## config.mk

```make
export PLATFORM = sky130hd
export DESIGN_NAME = anim_clock_with_triggers
export DESIGN_NICKNAME = d
export VERILOG_FILES = /design/src/rtl/aclk_pkg.sv /design/src/rtl/aclk_ram.sv /design/src/rtl/aclk_mod_unit.sv /design/src/rtl/anim_clock_with_triggers.sv
export SDC_FILE = /design/constraint.sdc
export NUM_CORES = 2
export LEC_CHECK = 0
export BUFFER_PORTS_ARGS = -buffer_cell sky130_fd_sc_hd__buf_2
export CAP_MARGIN = 15
export CELL_PAD_IN_SITES_DETAIL_PLACEMENT = 2
export CELL_PAD_IN_SITES_GLOBAL_PLACEMENT = 2
export CORE_UTILIZATION = 33
export DETAILED_ROUTE_END_ITERATION = 7
export PLACE_DENSITY_LB_ADDON = 0.1
export REMOVE_ABC_BUFFERS = 1
export SLEW_MARGIN = 15
export SYNTH_ARGS = -nofsm -noshare
export SYNTH_HDL_FRONTEND = slang
export SYNTH_SLANG_ARGS = --single-unit
```

## constraint.sdc

```tcl
create_clock -name clock -period 7.8 [get_ports clock]
set_clock_uncertainty 0.15 [all_clocks]
set_input_delay 0.39 -clock clock [delete_from_list [all_inputs] [get_ports clock]]
set_output_delay 0.39 -clock clock [all_outputs]
set_load 0.1 [all_outputs]
```

## src/rtl/aclk_pkg.sv

```systemverilog
// shared types, constants and codes of the animation clock block
package aclk_pkg;

   // time word and the wider signed window word
   localparam int TIME_BITS         = 24;
   localparam int WIN_BITS          = TIME_BITS + 3;
   localparam int DIV_BITS          = TIME_BITS + 1;
   localparam int MAX_TRIGGERS_DEF  = 16;
   localparam int SLOT_BITS         = 4;
   localparam int TCOUNT_BITS       = 5;
   localparam int CSR_INDEX_BITS    = 2;

   typedef logic signed [WIN_BITS-1:0] win_type;

   // request action codes
   typedef enum logic [1:0] {
      ACT_ADVANCE = 2'd0,
      ACT_SET     = 2'd1,
      ACT_WRITE   = 2'd2,
      ACT_NONE    = 2'd3
   } action_type;

   // register indexes of the csr port
   localparam logic [CSR_INDEX_BITS-1:0] CSR_LENGTH     = 2'd0;
   localparam logic [CSR_INDEX_BITS-1:0] CSR_LOOPED     = 2'd1;
   localparam logic [CSR_INDEX_BITS-1:0] CSR_TRIG_COUNT = 2'd2;

   // result kinds
   localparam logic KIND_STATUS  = 1'b0;
   localparam logic KIND_TRIGGER = 1'b1;

   typedef struct packed {
      logic [1:0]                  action;
      logic signed [TIME_BITS-1:0] delta;
      logic [TIME_BITS-1:0]        time_value;
      logic [SLOT_BITS-1:0]        trigger_slot;
   } aclk_req_type;

   typedef struct packed {
      logic                 kind;
      logic [TIME_BITS-1:0] play_time;
      logic                 finished;
      logic [SLOT_BITS-1:0] fired_index;
      logic [TIME_BITS-1:0] fired_time;
      logic                 last;
   } aclk_rsp_type;

   // control of the shared remainder unit
   typedef struct packed {
      logic                 start;
      logic                 negate;
      logic [DIV_BITS-1:0]  dividend;
      logic [TIME_BITS-1:0] divisor;
   } aclk_mod_req_type;

   typedef struct packed {
      logic                 done;
      logic [TIME_BITS-1:0] remainder;
   } aclk_mod_rsp_type;

   // sequencer states
   typedef enum logic [3:0] {
      ST_IDLE,
      ST_DECODE,
      ST_MODT,
      ST_WINDOW,
      ST_ORDER,
      ST_READ,
      ST_FETCH,
      ST_MODF,
      ST_CHECK,
      ST_FLUSH
   } state_type;

endpackage

```

## src/rtl/aclk_ram.sv

```systemverilog
// generic single-port-write ram with registered read
module aclk_ram #(
   parameter int WIDTH = 24,
   parameter int DEPTH = 16,
   localparam int ADDR_BITS = (DEPTH > 1) ? $clog2(DEPTH) : 1
) (
   input  logic                 clock,
   input  logic                 wr_en,
   input  logic [ADDR_BITS-1:0] wr_addr,
   input  logic [WIDTH-1:0]     wr_data,
   input  logic [ADDR_BITS-1:0] rd_addr,
   output logic [WIDTH-1:0]     rd_data
);

   logic [WIDTH-1:0] mem_ff [DEPTH];
   logic [WIDTH-1:0] rd_data_ff;

   // write port and registered read port
   always_ff @(posedge clock) begin
      if (wr_en) begin
         mem_ff[wr_addr] <= wr_data;
      end
      rd_data_ff <= mem_ff[rd_addr];
   end

   assign rd_data = rd_data_ff;

endmodule

```

## src/rtl/aclk_mod_unit.sv

```systemverilog
// bit-serial restoring remainder unit, one quotient bit per cycle
module aclk_mod_unit
   import aclk_pkg::*;
(
   input  logic             clock,
   input  logic             reset,
   input  aclk_mod_req_type mod_req,
   output aclk_mod_rsp_type mod_rsp
);

   localparam int COUNT_BITS = $clog2(DIV_BITS + 1);

   logic                  busy_ff, busy_in;
   logic                  done_ff, done_in;
   logic                  neg_ff, neg_in;
   logic [COUNT_BITS-1:0] count_ff, count_in;
   logic [TIME_BITS-1:0]  rem_ff, rem_in;
   logic [DIV_BITS-1:0]   dvd_ff, dvd_in;
   logic [TIME_BITS-1:0]  div_ff, div_in;
   logic [TIME_BITS:0]    trial;

   // load on start, then one restoring step, or the sign fix once all bits are in
   always_comb begin
      busy_in  = busy_ff;
      done_in  = 1'b0;
      neg_in   = neg_ff;
      count_in = count_ff;
      rem_in   = rem_ff;
      dvd_in   = dvd_ff;
      div_in   = div_ff;
      trial    = {rem_ff, dvd_ff[DIV_BITS-1]};
      if (mod_req.start) begin
         busy_in  = 1'b1;
         neg_in   = mod_req.negate;
         count_in = COUNT_BITS'(DIV_BITS);
         rem_in   = '0;
         dvd_in   = mod_req.dividend;
         div_in   = mod_req.divisor;
      end else if (busy_ff) begin
         if (count_ff != '0) begin
            if (trial >= {1'b0, div_ff}) begin
               rem_in = TIME_BITS'(trial - {1'b0, div_ff});
            end else begin
               rem_in = trial[TIME_BITS-1:0];
            end
            dvd_in   = {dvd_ff[DIV_BITS-2:0], 1'b0};
            count_in = count_ff - 1'b1;
         end else begin
            // negative dividend: fold the remainder back into 0..divisor-1
            if (neg_ff && rem_ff != '0) begin
               rem_in = div_ff - rem_ff;
            end
            busy_in = 1'b0;
            done_in = 1'b1;
         end
      end
   end

   always_ff @(posedge clock) begin
      if (reset) begin
         busy_ff <= 1'b0;
         done_ff <= 1'b0;
      end else begin
         busy_ff <= busy_in;
         done_ff <= done_in;
      end
      neg_ff   <= neg_in;
      count_ff <= count_in;
      rem_ff   <= rem_in;
      dvd_ff   <= dvd_in;
      div_ff   <= div_in;
   end

   assign mod_rsp.done      = done_ff;
   assign mod_rsp.remainder = rem_ff;

endmodule

```

## src/rtl/anim_clock_with_triggers.sv

```systemverilog
// animation playback clock with trigger table, top level and sequencer
//
// Requests come in on req_valid/req_ready/req_data: advance by a signed
// delta, set the time, or write one trigger table entry. Every request gives
// one status result on rsp_valid/rsp_ready/rsp_data, followed for an advance
// by one result per trigger time the step crossed; the final one has last set.
// Length, loop mode and trigger count are written on csr_we/csr_index/
// csr_wdata; the user must write them only while the block is idle, which the
// block itself leaves unchecked. One request is worked on at a time and
// req_ready is low until its last result sits in the output register. Set,
// write and no-op requests pass decode and flush. An advance passes decode,
// a time wrap if a looped step wraps, window, order, then read, fetch, a
// trigger wrap if a looped step wrapped and check per trigger in use, then
// flush; the time and each trigger time wrap in one shared bit-serial unit.
// A stalled receiver holds the sequencer at the next result it wants to hand
// over; the output register keeps its item until rsp_ready.
// Reset clears the clock time, csr registers, state and output valid flag;
// the trigger table is not cleared and must be written before it is scanned.
module anim_clock_with_triggers
   import aclk_pkg::*;
#(
   parameter int MAX_TRIGGERS = MAX_TRIGGERS_DEF
) (
   input  logic                      clock,
   input  logic                      reset,
   input  logic                      req_valid,
   output logic                      req_ready,
   input  aclk_req_type              req_data,
   output logic                      rsp_valid,
   input  logic                      rsp_ready,
   output aclk_rsp_type              rsp_data,
   input  logic                      csr_we,
   input  logic [CSR_INDEX_BITS-1:0] csr_index,
   input  logic [TIME_BITS-1:0]      csr_wdata
);

   localparam int ADDR_BITS = (MAX_TRIGGERS > 1) ? $clog2(MAX_TRIGGERS) : 1;
   localparam int CNT_BITS  = $clog2(MAX_TRIGGERS + 1);

   state_type state_ff, state_in;

   logic [TIME_BITS-1:0]   length_ff, length_in;
   logic                   looped_ff, looped_in;
   logic [TCOUNT_BITS-1:0] tcount_ff, tcount_in;
   logic [TIME_BITS-1:0]   clock_ff, clock_in;

   aclk_req_type         req_ff, req_in;
   win_type              t_ff, t_in;
   win_type              lo_ff, lo_in;
   win_type              hi_ff, hi_in;
   logic                 fin_ff, fin_in;
   logic                 wrap_ff, wrap_in;
   logic [CNT_BITS-1:0]  idx_ff, idx_in;
   logic [TIME_BITS-1:0] f_ff, f_in;
   logic [TIME_BITS-1:0] ftime_ff, ftime_in;
   aclk_rsp_type         pend_ff, pend_in;
   aclk_rsp_type         rsp_ff, rsp_in;
   logic                 rsp_valid_ff, rsp_valid_in;

   aclk_mod_req_type     mod_req;
   aclk_mod_rsp_type     mod_rsp;
   logic                 ram_we;
   logic [TIME_BITS-1:0] ram_rdata;

   win_type              old_w, len_w, d_w, t_sum, t_abs, f_w;
   logic                 d_pos, adv_go, slot_ok, hit, out_free, push, push_last;
   logic [CNT_BITS-1:0]  cnt_eff;
   logic [CNT_BITS-1:0]  idx_next;
   logic [TIME_BITS-1:0] now;
   logic                 fin_clamp;

   function automatic aclk_rsp_type status_rsp(logic [TIME_BITS-1:0] pt, logic fin);
      aclk_rsp_type r;
      r.kind        = KIND_STATUS;
      r.play_time   = pt;
      r.finished    = fin;
      r.fired_index = '0;
      r.fired_time  = '0;
      r.last        = 1'b0;
      return r;
   endfunction

   // common views of the operands
   always_comb begin
      old_w    = {{(WIN_BITS-TIME_BITS){1'b0}}, clock_ff};
      len_w    = {{(WIN_BITS-TIME_BITS){1'b0}}, length_ff};
      d_w      = {{(WIN_BITS-TIME_BITS){req_ff.delta[TIME_BITS-1]}}, req_ff.delta};
      f_w      = {{(WIN_BITS-TIME_BITS){1'b0}}, f_ff};
      t_sum    = old_w + d_w;
      t_abs    = t_sum[WIN_BITS-1] ? -t_sum : t_sum;
      d_pos    = !req_ff.delta[TIME_BITS-1];
      adv_go   = (req_ff.delta != '0) && (length_ff != '0);
      slot_ok  = 32'(req_ff.trigger_slot) < MAX_TRIGGERS;
      cnt_eff  = (32'(tcount_ff) > MAX_TRIGGERS) ? CNT_BITS'(MAX_TRIGGERS)
                                                 : CNT_BITS'(tcount_ff);
      idx_next = idx_ff + 1'b1;
      hit      = (lo_ff <= f_w) && (hi_ff > f_w);
      out_free = !rsp_valid_ff || rsp_ready;
      req_ready = (state_ff == ST_IDLE);
   end

   // single-shot clamp of the new time, or its low bits when looped, and its end flag
   always_comb begin
      if (t_ff[WIN_BITS-1]) begin
         now = '0;
      end else if (t_ff > len_w) begin
         now = length_ff;
      end else begin
         now = t_ff[TIME_BITS-1:0];
      end
      if (looped_ff) begin
         now = t_ff[TIME_BITS-1:0];
      end
      if (d_pos) begin
         fin_clamp = (old_w < len_w) && (t_ff >= len_w);
      end else begin
         fin_clamp = (clock_ff != '0) && (t_ff[WIN_BITS-1] || t_ff == '0);
      end
   end

   // next state
   always_comb begin
      state_in = state_ff;
      case (state_ff)
         ST_IDLE: begin
            if (req_valid) begin
               state_in = ST_DECODE;
            end
         end
         ST_DECODE: begin
            state_in = ST_FLUSH;
            if (req_ff.action == ACT_ADVANCE && adv_go) begin
               if (looped_ff && (t_sum >= len_w || t_sum[WIN_BITS-1])) begin
                  state_in = ST_MODT;
               end else begin
                  state_in = ST_WINDOW;
               end
            end
         end
         ST_MODT: begin
            if (mod_rsp.done) begin
               state_in = ST_WINDOW;
            end
         end
         ST_WINDOW: state_in = ST_ORDER;
         ST_ORDER: begin
            state_in = (cnt_eff == '0) ? ST_FLUSH : ST_READ;
         end
         ST_READ:  state_in = ST_FETCH;
         ST_FETCH: begin
            state_in = (looped_ff && wrap_ff) ? ST_MODF : ST_CHECK;
         end
         ST_MODF: begin
            if (mod_rsp.done) begin
               state_in = ST_CHECK;
            end
         end
         ST_CHECK: begin
            if (!hit || out_free) begin
               state_in = (idx_next == cnt_eff) ? ST_FLUSH : ST_READ;
            end
         end
         ST_FLUSH: begin
            if (out_free) begin
               state_in = ST_IDLE;
            end
         end
         default: state_in = ST_IDLE;
      endcase
   end

   // datapath and output control
   always_comb begin
      req_in    = req_ff;
      clock_in  = clock_ff;
      t_in      = t_ff;
      lo_in     = lo_ff;
      hi_in     = hi_ff;
      fin_in    = fin_ff;
      wrap_in   = wrap_ff;
      idx_in    = idx_ff;
      f_in      = f_ff;
      ftime_in  = ftime_ff;
      pend_in   = pend_ff;
      ram_we    = 1'b0;
      push      = 1'b0;
      push_last = 1'b0;
      mod_req.start    = 1'b0;
      mod_req.negate   = 1'b0;
      mod_req.dividend = t_abs[DIV_BITS-1:0];
      mod_req.divisor  = length_ff;
      case (state_ff)
         ST_IDLE: begin
            if (req_valid) begin
               req_in = req_data;
            end
         end
         ST_DECODE: begin
            fin_in  = 1'b0;
            pend_in = status_rsp(clock_ff, 1'b0);
            case (req_ff.action)
               ACT_SET: begin
                  clock_in = (req_ff.time_value > length_ff) ? length_ff
                                                             : req_ff.time_value;
                  pend_in  = status_rsp(clock_in, 1'b0);
               end
               ACT_WRITE: begin
                  ram_we = slot_ok;
               end
               ACT_ADVANCE: begin
                  if (adv_go) begin
                     t_in = t_sum;
                     if (looped_ff && (t_sum >= len_w || t_sum[WIN_BITS-1])) begin
                        mod_req.start  = 1'b1;
                        mod_req.negate = t_sum[WIN_BITS-1];
                     end
                  end
               end
               default: begin
               end
            endcase
         end
         ST_MODT: begin
            if (mod_rsp.done) begin
               t_in   = {{(WIN_BITS-TIME_BITS){1'b0}}, mod_rsp.remainder};
               fin_in = 1'b1;
            end
         end
         ST_WINDOW: begin
            // new time, end flag, then the crossed window with wrap shift
            clock_in = now;
            if (!looped_ff) begin
               fin_in = fin_clamp;
            end
            pend_in = status_rsp(now, looped_ff ? fin_ff : fin_clamp);
            lo_in   = old_w;
            hi_in   = t_ff;
            wrap_in = 1'b0;
            if (d_pos && old_w > t_ff) begin
               lo_in   = old_w - len_w;
               wrap_in = 1'b1;
            end
            if (!d_pos && t_ff > old_w) begin
               hi_in   = t_ff - len_w;
               wrap_in = 1'b1;
            end
         end
         ST_ORDER: begin
            if (lo_ff > hi_ff) begin
               lo_in = hi_ff;
               hi_in = lo_ff;
            end
            idx_in = '0;
         end
         ST_FETCH: begin
            ftime_in = ram_rdata;
            f_in     = ram_rdata;
            if (looped_ff && wrap_ff) begin
               mod_req.start    = 1'b1;
               mod_req.dividend = {{(DIV_BITS-TIME_BITS){1'b0}}, ram_rdata};
            end
         end
         ST_MODF: begin
            if (mod_rsp.done) begin
               f_in = mod_rsp.remainder;
            end
         end
         ST_CHECK: begin
            // a hit sends the held result on and takes its place
            if (!hit || out_free) begin
               idx_in = idx_next;
            end
            if (hit && out_free) begin
               push                = 1'b1;
               pend_in.kind        = KIND_TRIGGER;
               pend_in.play_time   = clock_ff;
               pend_in.finished    = fin_ff;
               pend_in.fired_index = SLOT_BITS'(idx_ff);
               pend_in.fired_time  = ftime_ff;
               pend_in.last        = 1'b0;
            end
         end
         ST_FLUSH: begin
            if (out_free) begin
               push      = 1'b1;
               push_last = 1'b1;
            end
         end
         default: begin
         end
      endcase
   end

   // output register
   always_comb begin
      rsp_in       = rsp_ff;
      rsp_valid_in = rsp_valid_ff && !rsp_ready;
      if (push) begin
         rsp_in       = pend_ff;
         rsp_in.last  = push_last;
         rsp_valid_in = 1'b1;
      end
   end

   // configuration writes
   always_comb begin
      length_in = length_ff;
      looped_in = looped_ff;
      tcount_in = tcount_ff;
      if (csr_we) begin
         case (csr_index)
            CSR_LENGTH:     length_in = csr_wdata;
            CSR_LOOPED:     looped_in = csr_wdata[0];
            CSR_TRIG_COUNT: tcount_in = csr_wdata[TCOUNT_BITS-1:0];
            default: begin
            end
         endcase
      end
   end

   always_ff @(posedge clock) begin
      if (reset) begin
         state_ff     <= ST_IDLE;
         length_ff    <= '0;
         looped_ff    <= 1'b0;
         tcount_ff    <= '0;
         clock_ff     <= '0;
         rsp_valid_ff <= 1'b0;
      end else begin
         state_ff     <= state_in;
         length_ff    <= length_in;
         looped_ff    <= looped_in;
         tcount_ff    <= tcount_in;
         clock_ff     <= clock_in;
         rsp_valid_ff <= rsp_valid_in;
      end
      req_ff   <= req_in;
      t_ff     <= t_in;
      lo_ff    <= lo_in;
      hi_ff    <= hi_in;
      fin_ff   <= fin_in;
      wrap_ff  <= wrap_in;
      idx_ff   <= idx_in;
      f_ff     <= f_in;
      ftime_ff <= ftime_in;
      pend_ff  <= pend_in;
      rsp_ff   <= rsp_in;
   end

   assign rsp_valid = rsp_valid_ff;
   assign rsp_data  = rsp_ff;

   // trigger time table
   aclk_ram #(
      .WIDTH (TIME_BITS),
      .DEPTH (MAX_TRIGGERS)
   ) u_trigger_ram (
      .clock   (clock),
      .wr_en   (ram_we),
      .wr_addr (ADDR_BITS'(req_ff.trigger_slot)),
      .wr_data (req_ff.time_value),
      .rd_addr (idx_ff[ADDR_BITS-1:0]),
      .rd_data (ram_rdata)
   );

   // shared remainder unit for time and trigger wrap
   aclk_mod_unit u_mod (
      .clock   (clock),
      .reset   (reset),
      .mod_req (mod_req),
      .mod_rsp (mod_rsp)
   );

endmodule
```

* After elaboration in Yosys (flattened, before gate mapping)
Memories as Yosys holds them, arrays and structs flattened. A register that Yosys moved wholly into a read port is not among the register bits.
Index checks and enable logic that the tools add are counted.
** Storage, ports and cells
- RAM bits :: 384
- Word-level logic and storage cells :: 205
- Memory bits (read-only) :: 0
- Bits in latches :: 0
- Register bits after elaboration :: 439
- Memories kept :: 1
- Output and inout port bits :: 57
** Memory list
- u_trigger_ram.mem_ff :: words 16, bits a word 24, read ports 1, clocked after Yosys merged registers in 1, wr ports 1, line aclk_ram.sv:15 : logic [WIDTH-1:0] mem_ff [DEPTH];
** Operators by class
- Equality and inequality tests :: 24
- Shifts and indexed selects :: 0
- Div/mod/pow operators :: 0
- Muxes and demuxes :: 66
- Add/sub/neg operators :: 8
- Bitwise operators :: 1
- $mul :: 0
- Order comparisons :: 12
- Reductions and logical operators :: 57
** Operators by type and width (count)
- 2-to-1 mux 24 bit :: 9
- 2-to-1 mux 27 bit :: 7
- one-hot mux 55 bit (3 select lines) :: 1
- one-hot mux 27 bit (2 select lines) :: 3
- 2-to-1 mux 25 bit :: 6
- one-hot mux 24 bit (2 select lines) :: 2
- nonzero test 24 bit :: 4
- > comparator 27 x 25 -> 1 bit :: 3
- 2-to-1 mux 55 bit :: 1
- 2-to-1 mux 54 bit :: 1
- subtractor 24 bit :: 2
- one-hot mux 4 bit (10 select lines) :: 1
- 2-to-1 mux 4 bit :: 9
- greater-or-equal comparator 27 x 25 -> 1 bit :: 1
- > comparator 25 x 27 -> 1 bit :: 1
- > comparator 27 bit :: 1
- <= comparator 27 x 25 -> 1 bit :: 1
- zero test 27 bit :: 1
- subtractor 27 x 25 -> 27 bit :: 1
- adder 25 x 24 -> 26 bit :: 1
- greater-or-equal comparator 26 x 25 -> 1 bit :: 1
- AND reduction 2 bit :: 13
- greater-or-equal comparator 25 x 24 -> 1 bit :: 1
- negation 25 bit :: 1
- 34 further kinds :: 96

* Longest topological paths before layout
- Word-level depth :: 10
- Mapped depth :: 23
- Depth with buffers taken out :: 21

* Modules after synthesis
From an unflattened synthesis, not the netlist that was laid out.
** Second synthesis, totals
- Cells, all modules :: 3555
- Area total of the unflattened synthesis :: 43619.3 sq um
** By module, submodules not included
- anim_clock_with_triggers :: area each 22715.5 sq um, cells each 2260, instances 1
- aclk_ram :: area each 14930.6 sq um, cells each 636, instances 1
- aclk_mod_unit :: area each 5973.2 sq um, cells each 659, instances 1

* Worst setup path before layout
Ideal clock, no wire load.
- Path kind :: register to register
- Start point :: reg lo_ff[1]
- End point :: reg hi_ff[0] (enable)
- Period minus slack after synthesis :: 8048 ps
- Slack :: -248 ps
- Data arrival time :: 7283 ps
- Buffers on the path :: 0
- Stages on the path, launching flop included :: 12
- Setup time :: 615 ps
- Data required time :: 7035 ps
- Cells stage by stage :: edfxtp_1 > ha_1 > nor2b_1 > o21a_1 > o21a_1 > o21a_1 > o21a_1 > o21ai_0 > a221o_1 > o2111ai_1 > a21oi_1 > o41ai_1
** On the way
- Cells in the longest elaborated chain, start to end :: 3
** Ends and longest elaborated chain
- start, declared :: line anim_clock_with_triggers.sv:49 : win_type lo_ff, lo_in;
- start signal, assigned :: line anim_clock_with_triggers.sv:339 : lo_ff <= lo_in;
- > comparator 27 bit :: line anim_clock_with_triggers.sv:249 : if (lo_ff > hi_ff) begin
- != test 2 bit (no source line)
- AND reduction 2 bit (no source line)
- end signal, assigned :: line anim_clock_with_triggers.sv:340 : hi_ff <= hi_in;
- end, declared :: line anim_clock_with_triggers.sv:50 : win_type hi_ff, hi_in;
Every way passes these cells.
A chain may end at the register's enable or synchronous reset.

* Worst setup path in the final report
- Start point :: reg clock_ff[10]
- End point :: reg u_mod.dvd_ff[5] (enable)
** On the way
- Cells in the longest elaborated chain, start to end :: 10
** Ends and longest elaborated chain
- start, declared :: line anim_clock_with_triggers.sv:45 : logic [TIME_BITS-1:0] clock_ff, clock_in;
- start signal, assigned :: line anim_clock_with_triggers.sv:334 : clock_ff <= clock_in;
- adder 25 x 24 -> 26 bit (*) :: line anim_clock_with_triggers.sv:89 : t_sum = old_w + d_w;
- greater-or-equal comparator 26 x 25 -> 1 bit :: line anim_clock_with_triggers.sv:213 : if (looped_ff && (t_sum >= len_w || t_sum[WIN_BITS-1])) begin
- logical OR 1 bit (*) :: line anim_clock_with_triggers.sv:213
- logical AND 1 bit (*) :: line anim_clock_with_triggers.sv:213
- 2-to-1 mux 2 bit (*) :: line anim_clock_with_triggers.sv:213
- 2-to-1 mux 2 bit (*) :: line anim_clock_with_triggers.sv:211 : if (adv_go) begin
- 2-to-1 mux 2 bit (*) :: line anim_clock_with_triggers.sv:201 : case (req_ff.action)
- one-hot mux 1 bit (2 select lines) (*) :: line anim_clock_with_triggers.sv:192 : case (state_ff)
- nonzero test 2 bit (no source line)
- AND reduction 2 bit (no source line) (*)
- end signal, assigned :: line aclk_mod_unit.sv:70 : dvd_ff <= dvd_in;
- end, declared :: line aclk_mod_unit.sv:18 : logic [DIV_BITS-1:0] dvd_ff, dvd_in;
Every way passes the cells marked *; elsewhere a longest branch is shown, timed or not.

==> impl_metrics.env <==
export IMPL_timing_rr_start="clock_ff[10]$_SDFFE_PP0P_"
export IMPL_via_per_inst=5.79
export IMPL_avgSynthCellArea_um2=12.4
export IMPL_dp_cells=5386
export IMPL_leakage_nw=18.3
export IMPL_dieHeight_um=366
export IMPL_cts_setup_buffers=0
export IMPL_power_density_mw_per_mm2=372
export IMPL_synth_distinct_cells=98
export IMPL_run_status="finished, final reports clean"
export IMPL_synth_area_top_cells="edfxtp_1 (50%), ha_1 (7.7%), mux4_2 (6.2%), dfxtp_1 (5.2%), nand2_1 (2.5%)"
export IMPL_syn_area_mm2=0.0437
export IMPL_ant_nets=0
export IMPL_multi_input_area_mm2=0.0182
export IMPL_antenna_found_initial=21
export IMPL_synthToLayoutAreaGrowth_pct=17.2
export IMPL_grt_pass1_wl_um=267000
export IMPL_fmax_mhz=160
export IMPL_cts_buffer_depth=3
export IMPL_grt_usage_pct=28.0
export IMPL_netlist_instances=3538
export IMPL_clock_sinks=846
export IMPL_gr_total_overflow=0
export IMPL_required_ns=7.98
export IMPL_crit_fanout=28
export IMPL_synth_top_area_share_pct=50.3
export IMPL_fin_crit_ns=6.23
export IMPL_hold_class="primary input to flip-flop"
export IMPL_htree_levels=3
export IMPL_yosysWarnings=0
export IMPL_fin_ws_ns=1.57
export IMPL_dieArea_mm2=0.134
export IMPL_yosysTopAreaCell="edfxtp_1"
export IMPL_cts_tree="built"
export IMPL_async_reset_ff_share_pct=0
export IMPL_irDropWorstVdd_mv=0.234
export IMPL_dpl_cell_area_mm2=0.0469
export IMPL_num_fill_cells=13400
export IMPL_rsz0062_at_grt="false"
export IMPL_endpoint_kind="flip-flop"
export IMPL_start_kind="flip-flop"
export IMPL_ioPinCount=142
export IMPL_rr_worst_depth=17
export IMPL_ctsResizeCount=0
export IMPL_whs_endpoint="length_ff[0]$_SDFFE_PP0P_"
export IMPL_routabilityCongestion=0.934
export IMPL_final_util_pct=39.0
export IMPL_clk_pin_slew_worst_paths_ns=0.06
export IMPL_cts_root_buf="clkbuf_16"
export IMPL_fin_cells=5660
export IMPL_setup_viol=0
export IMPL_rr_endpoint="u_mod.dvd_ff[5]$_DFFE_PP_"
export IMPL_rows=133
export IMPL_yosysSeqAreaShare_pct=55.5
export IMPL_yosys_register_bits=846
export IMPL_cts_buffers_inserted=99
export IMPL_cts_hold_buf=81
export IMPL_final_common_cell="edfxtp_1"
export IMPL_hp_start="csr_index[0]"
export IMPL_power_mw=19.0
export IMPL_first_iter_violations=2805
export IMPL_drt_pass1_iter_count=5
export IMPL_max_slew_margin_rel_pct=16.9
export IMPL_worstMarginPinSlew_ns=1.24
export IMPL_synth_edf_count=732
export IMPL_drv_cap=0
export IMPL_fin_area_mm2=0.0512
export IMPL_io_buffer_count=141
export IMPL_post_route_drc_count=0
export IMPL_core_area_mm2=0.131
export IMPL_crit_type="flip-flop to flip-flop"
export IMPL_synth_main_ff_cell="edfxtp_1"
export IMPL_die_x_um=366
export IMPL_totalWireLength_um=190000
export IMPL_cp_arrival_ns=6.41
export IMPL_grt_max_degree=100
export IMPL_num_vias=32800
export IMPL_worst_hold_path_num_cells=5
export IMPL_final_cell_mix="edfxtp_1 (732), nand2_1 (287), ha_1 (270), a21oi_1 (212), o21ai_0 (210)"
export IMPL_place_ws_ns=1.65
export IMPL_r2r_slack_ns=1.57
export IMPL_worstSkewPairLatency_ns=0.75
export IMPL_hold_viol=0
export IMPL_start_util_pct=33.3
export IMPL_seqCellArea_mm2=0.0243
export IMPL_drive_gt1_share_pct=15.8
export IMPL_post_drt_wl_per_cell_um=33.6
export IMPL_finalMaxSlewViolations=0
export IMPL_dp_hpwl_um=137000
export IMPL_nNetsFinal=4173
export IMPL_post_route_period_util_pct=79.9
export IMPL_grt_pass1_vias=34900
worst max-delay path by stage:
| stage | from | end | slack (ns) | cells after the start |
|---|---|---|---|---|
| floorplan | lo_ff[1]$_DFFE_PP_ | hi_ff[0]$_DFFE_PP_ | -0.25 | 11 |
| global placement | clock_ff[0]$_SDFFE_PP0P_ | u_mod.dvd_ff[6]$_DFFE_PP_ | 1.97 | 18 |
| detailed placement | clock_ff[0]$_SDFFE_PP0P_ | u_mod.dvd_ff[22]$_DFFE_PP_ | 1.65 | 18 |
| CTS | clock_ff[0]$_SDFFE_PP0P_ | u_mod.dvd_ff[5]$_DFFE_PP_ | 1.61 | 18 |
| global route | clock_ff[10]$_SDFFE_PP0P_ | u_mod.dvd_ff[0]$_SDFFCE_PN0P_ | 1.24 | 17 |
| finish | clock_ff[10]$_SDFFE_PP0P_ | u_mod.dvd_ff[5]$_DFFE_PP_ | 1.57 | 17 |
routing by layer:
metal	vias to the layer above	part of all wire, %	track usage (%)
met4	4	3.3	8.54
met1	17200	46	39.5
li1	14200	-	-
met5	-	0.014	0
met3	267	5.6	4.11
met2	1082	46	44.2
Yosys cell counts (8+ instances only):
master / count
nor3_1: 56
xor2_1: 38
a21oi_1: 213
o21a_1: 48
edfxtp_1: 732
o211ai_1: 28
nor2_1: 183
a211o_1: 10
a32o_1: 11
mux2i_1: 70
nand3_1: 84
ha_1: 270
or3_1: 23
a311oi_1: 12
o31ai_1: 12
xnor2_1: 67
a211oi_1: 41
o21bai_1: 15
o21ai_0: 210
a2111oi_0: 23
buf_1: 15
a22o_1: 8
nand2_1: 288
a21o_1: 70
nand2b_1: 23
inv_1: 208
dfxtp_1: 114
buf_2: 11
clkbuf_1: 112
nor2b_1: 38
mux4_2: 120
a31oi_1: 26
o221ai_1: 26
o221a_2: 16
nor4_1: 47
o2111ai_1: 9
o22ai_1: 8
and3_1: 12
or2_2: 11
and2_1: 41
nand4_1: 45
final cells by class:
| class | count | area share (%) |
|---|---|---|
| clock inverter | 55 | 1.63 |
| sequential | 846 | 47.4 |
| antenna | 6 | 0.0293 |
| clock buffer | 132 | 5.21 |
| timing repair buffer | 319 | 4.41 |
| inverter | 210 | 1.55 |
| multi-input combinational | 2337 | 35.5 |
| tap | 1755 | 4.29 |
metrics by stage:
step,TNS [ns],hold WS [ns]
floorplan,-13.37,0.250
global placement,0,0.251
detailed placement,0,0.255
CTS,0,0.0985
global route,0,0.111
finish,0,0.136
power by group:
| part | internal (mW) | switching (mW) |
|---|---|---|
| registers | 5.89 | 0.972 |
| logic | 2.33 | 4.81 |
| clock network | 3.00 | 2.05 |
| total | 11.2 | 7.83 |
critical path, cell delays in order (launching register included):
cell and delay (ns):
dfxtp_1 0.52, ha_1 0.38, a21oi_1 0.44, nand4_1 0.20
a31oi_2 0.31, o311ai_1 0.19, nand2_1 0.12, xor2_1 0.47
inv_1 0.20, ha_1 0.35, nand4_1 0.12, nor4_1 0.29
o21ai_0 0.14, a31oi_1 0.31, o21ba_4 0.23, nor2_8 0.38
nor2_8 0.10, nand2_1 0.88
state kept, by name (all words and copies together) (netlist names), 25 cells and up:
| signal | count |
|---|---|
| hi_ff | 27 |
| lo_ff | 27 |
| pend_ff | 54 |
| req_ff | 30 |
| rsp_data | 55 |
| t_ff | 26 |
| u_mod.dvd_ff | 25 |
| u_trigger_ram.mem_ff | 384 |
cells by family after synthesis:
group | share of synthesized area, %
mux | 7.86
flops | 55.5
buf+inv | 3.19
xor+xnor | 2.14
fa+ha+maj | 7.96
simple gates | 9.99
compound gates | 13.4
No activity file was read; power rests on OpenSTA's default activity.
